`src/rtl/aging_priority_table_ttl_defines.svh`:
```
// Assertion helpers used by the top-level RTL.
`ifndef AGING_PRIORITY_TABLE_TTL_DEFINES_SVH
`define AGING_PRIORITY_TABLE_TTL_DEFINES_SVH

// Same-cycle implication, disabled during reset.
`define APT_ASSERT_NOW(label, clk, rst, ante, cons, msg) \
   label: assert property (@(posedge clk) disable iff (rst) (ante) |-> (cons)) else $error(msg);

// Next-cycle implication, disabled during reset.
`define APT_ASSERT_NEXT(label, clk, rst, ante, cons, msg) \
   label: assert property (@(posedge clk) disable iff (rst) (ante) |=> (cons)) else $error(msg);

`endif

```
`src/rtl/apt_pkg.sv`:
```
package apt_pkg;

   localparam int DEPTH_DEFAULT = 16;
   localparam logic [23:0] DECAY_RESET = 24'd65536;
   localparam logic [18:0] ELAPSED_MAX = 19'd327680;
   localparam logic [4:0] MAX_OUT = 5'd16;

   typedef enum logic [2:0] {
      CMD_IDLE,
      CMD_ADD,
      CMD_AGE,
      CMD_COMPACT,
      CMD_TAKE
   } cmd_type;

   typedef enum logic [2:0] {
      ST_IDLE,
      ST_LOSS,
      ST_AGE,
      ST_COMPACT,
      ST_SCAN,
      ST_EMIT
   } state_type;

   typedef struct packed {
      logic        valid;
      logic [15:0] id;
      logic [31:0] prio;
      logic [31:0] life;
   } entry_type;

   typedef struct packed {
      logic        valid;
      logic        more;
      logic [15:0] id;
      logic [31:0] prio;
   } cand_type;

   typedef struct packed {
      cmd_type     cmd;
      logic [15:0] id;
      logic [31:0] prio;
      logic [31:0] life;
      logic [26:0] loss;
      logic [18:0] elapsed;
   } ctrl_type;

endpackage

```
`src/rtl/apt_cell.sv`:
```
module apt_cell #(
   parameter int DEPTH = apt_pkg::DEPTH_DEFAULT,
   parameter int IDX = 0
) (
   input  logic                       clock,
   input  logic                       reset,
   input  apt_pkg::ctrl_type          ctrl,
   input  logic [$clog2(DEPTH)-1:0]   take_idx,
   input  apt_pkg::entry_type         nb_in,
   output apt_pkg::entry_type         ent_out,
   input  logic                       hole_in,
   output logic                       hole_out,
   input  apt_pkg::cand_type          cand_in,
   input  logic [$clog2(DEPTH)-1:0]   cidx_in,
   output apt_pkg::cand_type          cand_out,
   output logic [$clog2(DEPTH)-1:0]   cidx_out
);
   localparam int IW = $clog2(DEPTH);

   apt_pkg::entry_type ent_ff, ent_in;
   logic taken_ff, taken_in;
   apt_pkg::cand_type cand_ff, cand_in_nx;
   logic [IW-1:0] cidx_ff, cidx_in_nx;

   logic        elig;
   logic        own_wins;
   logic [32:0] pdiff, ldiff;
   logic [31:0] pnew, lnew;

   assign elig = ent_ff.valid & ~taken_ff;
   assign hole_out = hole_in | ~ent_ff.valid;
   assign ent_out = ent_ff;
   assign cand_out = cand_ff;
   assign cidx_out = cidx_ff;

   always_comb begin
      pdiff = {ent_ff.prio[31], ent_ff.prio} - {6'd0, ctrl.loss};
      ldiff = {ent_ff.life[31], ent_ff.life} - {14'd0, ctrl.elapsed};
      // Saturate when the 33-bit difference leaves the 32-bit range.
      if (pdiff[32] != pdiff[31]) begin
         pnew = pdiff[32] ? 32'h8000_0000 : 32'h7fff_ffff;
      end else begin
         pnew = pdiff[31:0];
      end
      if (ldiff[32] != ldiff[31]) begin
         lnew = ldiff[32] ? 32'h8000_0000 : 32'h7fff_ffff;
      end else begin
         lnew = ldiff[31:0];
      end
   end

   always_comb begin
      ent_in = ent_ff;
      taken_in = taken_ff;
      case (ctrl.cmd)
         apt_pkg::CMD_ADD: begin
            if (!ent_ff.valid && !hole_in) begin
               ent_in.valid = 1'b1;
               ent_in.id = ctrl.id;
               ent_in.prio = ctrl.prio;
               ent_in.life = ctrl.life;
            end
         end
         apt_pkg::CMD_AGE: begin
            ent_in.prio = pnew;
            ent_in.life = lnew;
            ent_in.valid = ent_ff.valid && !pnew[31] && (pnew != 32'd0)
                           && !lnew[31] && (lnew != 32'd0);
            taken_in = 1'b0;
         end
         apt_pkg::CMD_COMPACT: begin
            if (hole_out) begin
               ent_in = nb_in;
            end
         end
         apt_pkg::CMD_TAKE: begin
            if (elig && take_idx == IW'(IDX)) begin
               taken_in = 1'b1;
            end
         end
         default: begin
         end
      endcase
   end

   // The running best moves one cell per cycle; ties keep the earlier cell.
   always_comb begin
      own_wins = elig && (!cand_in.valid || $signed(ent_ff.prio) > $signed(cand_in.prio));
      cand_in_nx.valid = cand_in.valid | elig;
      cand_in_nx.more = cand_in.more | (cand_in.valid & elig);
      if (own_wins) begin
         cand_in_nx.id = ent_ff.id;
         cand_in_nx.prio = ent_ff.prio;
         cidx_in_nx = IW'(IDX);
      end else begin
         cand_in_nx.id = cand_in.id;
         cand_in_nx.prio = cand_in.prio;
         cidx_in_nx = cidx_in;
      end
   end

   always_ff @(posedge clock) begin
      if (reset) begin
         ent_ff.valid <= 1'b0;
         taken_ff <= 1'b0;
         cand_ff.valid <= 1'b0;
         cand_ff.more <= 1'b0;
      end else begin
         ent_ff.valid <= ent_in.valid;
         taken_ff <= taken_in;
         cand_ff.valid <= cand_in_nx.valid;
         cand_ff.more <= cand_in_nx.more;
      end
      ent_ff.id <= ent_in.id;
      ent_ff.prio <= ent_in.prio;
      ent_ff.life <= ent_in.life;
      cand_ff.id <= cand_in_nx.id;
      cand_ff.prio <= cand_in_nx.prio;
      cidx_ff <= cidx_in_nx;
   end

endmodule

```
`config.mk`:
```
export PLATFORM = sky130hd
export DESIGN_NAME = apt_cell
export DESIGN_NICKNAME = d
export VERILOG_FILES = /design/src/rtl/aging_priority_table_ttl_defines.svh /design/src/rtl/apt_pkg.sv /design/src/rtl/apt_cell.sv
export SDC_FILE = /design/constraint.sdc
export NUM_CORES = 1
export LEC_CHECK = 0
export ABC_AREA = 1
export BUFFER_PORTS_ARGS = -buffer_cell sky130_fd_sc_hd__buf_2
export CORE_ASPECT_RATIO = 0.7
export CORE_MARGIN = 3
export CORE_UTILIZATION = 40
export CTS_CLUSTER_SIZE = 14
export DETAILED_ROUTE_END_ITERATION = 10
export PLACE_DENSITY = 0.67
export SLEW_MARGIN = 10
export SYNTH_ARGS = -nofsm -noshare
export SYNTH_HDL_FRONTEND = slang
export SYNTH_SLANG_ARGS = --single-unit
```
`constraint.sdc`:
```
create_clock -name clock -period 8 [get_ports clock]
set_input_delay 1.2 -clock clock [delete_from_list [all_inputs] [get_ports clock]]
set_output_delay 1.2 -clock clock [all_outputs]
set_load 0.02 [all_outputs]
```
### Yosys cells after proc, flatten, opt, wreduce, memory -nomap -nowiden

Cells that the tools add are included.

| storage, ports and cells | value |
|---|---|
| flip-flop bits (word level) | 136 |
| input bits | 271 |
| output and inout bits | 136 |
| word-level logic and storage cells | 63 |

| operators by class | value |
|---|---|
| add/sub/neg operators | 2 |
| order comparisons | 1 |
| equality and inequality tests | 9 |
| multiplexer cells | 12 |
| bitwise logic cells | 7 |
| reductions and logical operators | 22 |

Operators by type and width:

| operator | number |
|---|---|
| case mux 64 bit (3 select lines) | 1 |
| 2-to-1 mux 81 bit | 2 |
| 2-to-1 mux 32 bit | 4 |
| nonzero test 32 bit | 2 |
| 2-to-1 mux 48 bit | 1 |
| subtractor 32 x 20 -> 33 bit | 1 |
| subtractor 32 x 28 -> 33 bit | 1 |
| greater-than comparator 32 bit | 1 |
| case mux 16 bit (2 select lines) | 1 |
| logical AND 1 bit | 7 |
| equality test 3 x 2 -> 1 bit (second input constant) | 2 |
| != test 2 bit (second input constant) | 3 |
| AND reduction 3 bit | 2 |
| zero test 1 bit | 5 |
| zero test 4 bit | 1 |
| nonzero test 2 bit | 2 |
| equality test 3 x 1 -> 1 bit (second input constant) | 1 |
| equality test 3 bit (second input constant) | 1 |
| bitwise OR 1 bit | 3 |
| case mux 1 bit (3 select lines) | 1 |
| nonzero test 3 bit | 1 |
| bitwise AND 1 bit | 2 |
| != test 1 bit | 2 |
| inverter 1 bit | 2 |
| other kinds (4) | 4 |

### Longest topological paths before layout

| depth | value |
|---|---|
| depth after elaboration | 9 |
| depth in mapped cells | 27 |
| gate-level depth less buffers | 27 |

### Worst setup path before layout

No wires, ideal clock.

| timing path | value |
|---|---|
| path kind | input port to flip-flop |
| from | in ctrl[18] (netlist name) |
| to | reg ent_ff (netlist bit ent_out[80]) |
| library setup time | 66 ps |
| arrival | 4189 ps |
| required time | 7934 ps |
| path slack | 3745 ps |
| stages | 26 |
| buffers on the path | 1 |
| path through | inv_1 > ha_1 > nand2_1 > inv_1 > nand2_1 > nand2_1 > inv_1 > nand2_1 > nor2_1 > nand2_1 > or4_1 > xor2_1 > inv_1 > ha_1 > inv_1 > clkbuf_1 > nand3_1 > nand3_1 > nor2_1 > nand2_1 > nor2_1 > a21oi_1 > nand2_1 > nand2_1 > nand2_1 > a21oi_2 |

| between the ends | value |
|---|---|
| longest elaborated chain between the ends | 7 |
| elaborated cells between the ends (all ways) | 9 |
| those cells by class | add/sub: 1; eq/ne: 1; mux: 3; reduce/logical: 4 |

RTL lines:

| item | RTL line | RTL |
|---|---|---|
| start, declared | apt_cell.sv:7 | `input apt_pkg::ctrl_type ctrl,` |
| subtractor 32 x 20 -> 33 bit (*) | apt_cell.sv:38 | `ldiff = {ent_ff.life[31], ent_ff.life} - {14'd0, ctrl.elapsed};` |
| 2-to-1 mux 32 bit / != test 1 bit (equally long branches) | apt_cell.sv:46, apt_cell.sv:45 |  |
| 2-to-1 mux 32 bit (*) | apt_cell.sv:45 | `if (ldiff[32] != ldiff[31]) begin` |
| parallel branches: the longest is 2 deep, another holds nonzero test 32 bit | n/a |  |
| logical AND 1 bit (*) | apt_cell.sv:68 | `&& !lnew[31] && (lnew != 32'd0);` |
| case mux 1 bit (3 select lines) (*) | apt_cell.sv:55 | `case (ctrl.cmd)` |
| end, declared | apt_cell.sv:20 | `apt_pkg::entry_type ent_ff, ent_in;` |

Every way passes the cells marked *.
A chain may end at the register's enable or synchronous reset.

### Worst setup path after layout

| timing path | value |
|---|---|
| from | in ctrl[8] (netlist name) |
| to | reg ent_ff (netlist bit ent_out[80]) |

Same word-level chain as after synthesis.

==> results.md <==
### Placed design
* 2494 — post-placement cell count
* 406 — Port Buffer Count
* 0.988 — routability congestion estimate from global placement
* 38900 um — total half-perimeter wirelength after legalization and detailed placement
* 2.32 ns — Post-Place Worst Slack

### Timing
* 5.39 ns — Period minus WS final
* 0.186 GHz — highest clock frequency the design can meet
* 0 — final hold violation count
* 0 — number of failing setup endpoints in the final timing report
* 1.09 ns — transition at the pin with the smallest max-transition slack
* 27.5% — Slew headroom
* 0 ns — Setup Total Neg Slack
* 2.61 ns — setup slack of the critical path after layout
* 67.3% — part of the cycle the worst path needs
* no — RSZ-0062 raised after global routing
* 0 — Pins Over Slew Limit
* 0.0178 ns — Worst Clk Skew
* 0.491 ns — Hold Slack

### Die
* 407 — I/O Pins
* 27300 um2 — core box area
* 41.6% — initial standard-cell utilization of the core
* 30500 um2 — die area
* 147 um — die span in y
* 208 um — width of the die
* 50 — number of placement rows

### Yosys
* 2118 — Synthesized Nets
* 0% — multiplexer area fraction after synthesis
* simple AND/OR/NAND/NOR gates — main combinational cell family by area after synthesis
* 0% — asr flop ratio synth
* 80 — number of enable flip-flop cells after synthesis
* 47 — Netlist cell types
* 31.0% — register area share after synthesis
* 136 — Seq cells post-synth
* sky130_fd_sc_hd__edfxtp_1 — most instantiated flip-flop cell in the synthesis netlist
* 1765 — number of instances in the synthesized netlist
* 1.39% — XOR/XNOR Fraction of Synth Area
* 6.45 um2 — mean cell area of the mapped netlist
* 37.7% — area share of and/or/nand/nor cells after synthesis
* 11400 um2 — synthesized area
* 8.98% — fraction of the mapped netlist area in compound gates
* 0 — number of warnings issued by yosys
* 9.15% — share of synthesized cell area in full adder, half adder and majority cells

### Setup path
* 5 — buffers plus inverters on the worst setup path
* 24 — number of cells traversed by the worst register-to-register path
* input port — Setup crit start kind
* sky130_fd_sc_hd__ha_1 — cell with the largest stage delay on the worst path
* 26 — Crit path depth
* 8.34 ns — Worst EP required
* 5.73 ns — Worst Path Arrival
* input port to register — critical path type
* register — CP Capture Type
* sky130_fd_sc_hd__nand2_1 — most used cell, CP
* 0.64 ns — Max stage delay on crit path
* simple AND/OR/NAND/NOR gates — family with the most delay on the worst path
* 22 — largest fanout on the critical path

### Global route
* 71000 um — global-route wire length before repair
* 15 — initial antenna violation count
* 45.3% — grt met1 use
* 30.0% — combined global-route utilization of all metal layers
* 41.7% — met2 GRT Util
* met1 — highest-utilization routing layer at the global route stage
* 7.88% — global-route track usage on met3
* 66 — largest net degree at the start of global routing
* 0 — Remaining Overflow, GRT
* 11800 — via count of the first global-routing pass

### CTS
* 0 — setup bufs post-CTS
* 2 — buffer depth of the longest clock path
* sky130_fd_sc_hd__clkbuf_16 — Root Buffer
* 17 — total CTS buffers
* 0.44 ns — clock insertion delay at the later pin of the skew report
* yes — TritonCTS clock tree
* 0.08 ns — clock transition time at the flip-flop clock pins of the worst setup and hold paths
* 136 — total number of clock tree sinks
* 4 — htree depth
* 0 — Resize count post-CTS
* 0 — Post-CTS Hold Fix Bufs

### Worst hold path
* 2 — Hold Path Depth
* register to register — type of the worst min-delay path

### Run status
* complete, no violations — status

### Final layout
* 2537 — number of non-filler instances in the completed layout
* 2502 — Final Net Count
* 26.2% — area growth from synthesis to final layout
* 52.5% — final core utilization
* 2856 — fill count
* 22.8% — ratio of cells with drive above 1 in the final layout

### Detailed routing
* 18.8 um — wire length per cell after detailed routing
* 12900 — via count
* 47600 um — total wire length after detailed routing
* 1133 — Iteration-0 DRC Markers
* 0 — final antenna-violating net count
* 6 — detailed-router iteration count before antenna repair
* 0 — Post-route DRC
* 5.10 — routed via count divided by cell count

### Power and ir drop
* 180 nW/um2 — power density over cell area
* 0.130 mV — worst-case vdd ir drop
* 8.01 nW — leakage component of the power

### Flow run
* 0 — MaxCap Viol Count

[where the power goes]
part / switching (mW) / internal, mW
registers: 0.0442 / 0.814
clock network: 0.392 / 0.481
logic: 0.572 / 0.286
[cells in the mapped netlist, drive strengths merged, types with 12 or more instances]
cell      n  share of area, %
ha       80               8.8
a21oi    91               4.0
edfxtp   80                21
o21ai    28               1.2
nor2    117               4.1
nand3   173               7.9
nor3     12              0.53
dfxtp    56               9.9
nand2   668                22
nand4    28               1.6
clkbuf   30              0.99
xnor2    12              0.92
inv     297               9.8
a221o    28               2.5
buf      17               1.0
[worst min-delay path: cells and delay by family (launching register included)]
family	cells	cell delay (ns)
DFF	1	0.34
and+or+nand+nor	2	0.13
[layout make-up]
type / count / area (um2) / share of cell area (%)
antenna: 11 / 27.5 / 0.192
clock buffer: 17 / 425 / 2.96
clock inverter: 15 / 200 / 1.39
inverter: 298 / 1120 / 7.79
multi-input combinational: 1284 / 6530 / 45.5
sequential: 136 / 3520 / 24.5
tap: 364 / 455 / 3.17
timing repair buffer: 412 / 2080 / 14.5
[flip-flops by register name, indices dropped and copies added (netlist names)]
register	count
cand_out	50
ent_out	81
taken_ff	1
cidx_out	4
[cell usage in the layout, fill, tap and decap left out, drive strengths merged, types with 3 or more instances in the layout]
| master | instances |
|---|---|
| nand2 | 668 |
| buf | 412 |
| inv | 307 |
| nand3 | 173 |
| nor2 | 117 |
| a21oi | 91 |
| ha | 80 |
| edfxtp | 80 |
| dfxtp | 56 |
| a221o | 28 |
| o21ai | 28 |
| nand4 | 28 |
| clkbuf | 17 |
| nor3 | 12 |
| xnor2 | 12 |
| diode | 11 |
| o311ai | 7 |
| nor4 | 7 |
| xor2 | 6 |
| nand3b | 5 |
| or2 | 5 |
| o211ai | 3 |
| clkinv | 3 |
[path summary, 6_finish.rpt]
path,startpoint,to,slack (ns)
max,ctrl[8],ent_out[80]$_SDFFE_PP0P_,2.61
min,ent_out[77]$_DFFE_PP_,cand_out[45]$_DFF_P_,0.49
max reg2reg,ent_out[8]$_DFFE_PP_,ent_out[80]$_SDFFE_PP0P_,3.07
min reg2reg,ent_out[77]$_DFFE_PP_,cand_out[45]$_DFF_P_,0.49
[per-stage QoR]
step | total power, mW | instance area, um2
4_1_cts | 2.59 | 14300
3_5_place_dp | 1.72 | 13700
3_3_place_gp | 1.71 | 13700
5_1_grt | 2.73 | 14400
2_1_floorplan | 1.41 | 11400
6_report | 2.59 | 14400
[metal layers]
layer	share of wire, %	vias up
li1	-	6445
met1	48	5861
met2	40	566
met3	9.6	50
met4	1.6	6
met5	0.069	-
[cells by family after synthesis]
group,Yosys count
AND/OR/NAND/NOR,1019
buffers and inverters,345
flip-flops,136
AO/OA/AOI/OAI,165
adder cells (fa/ha/maj),82
XOR/XNOR,18
Note: power is estimated with default switching activity, not from simulation.
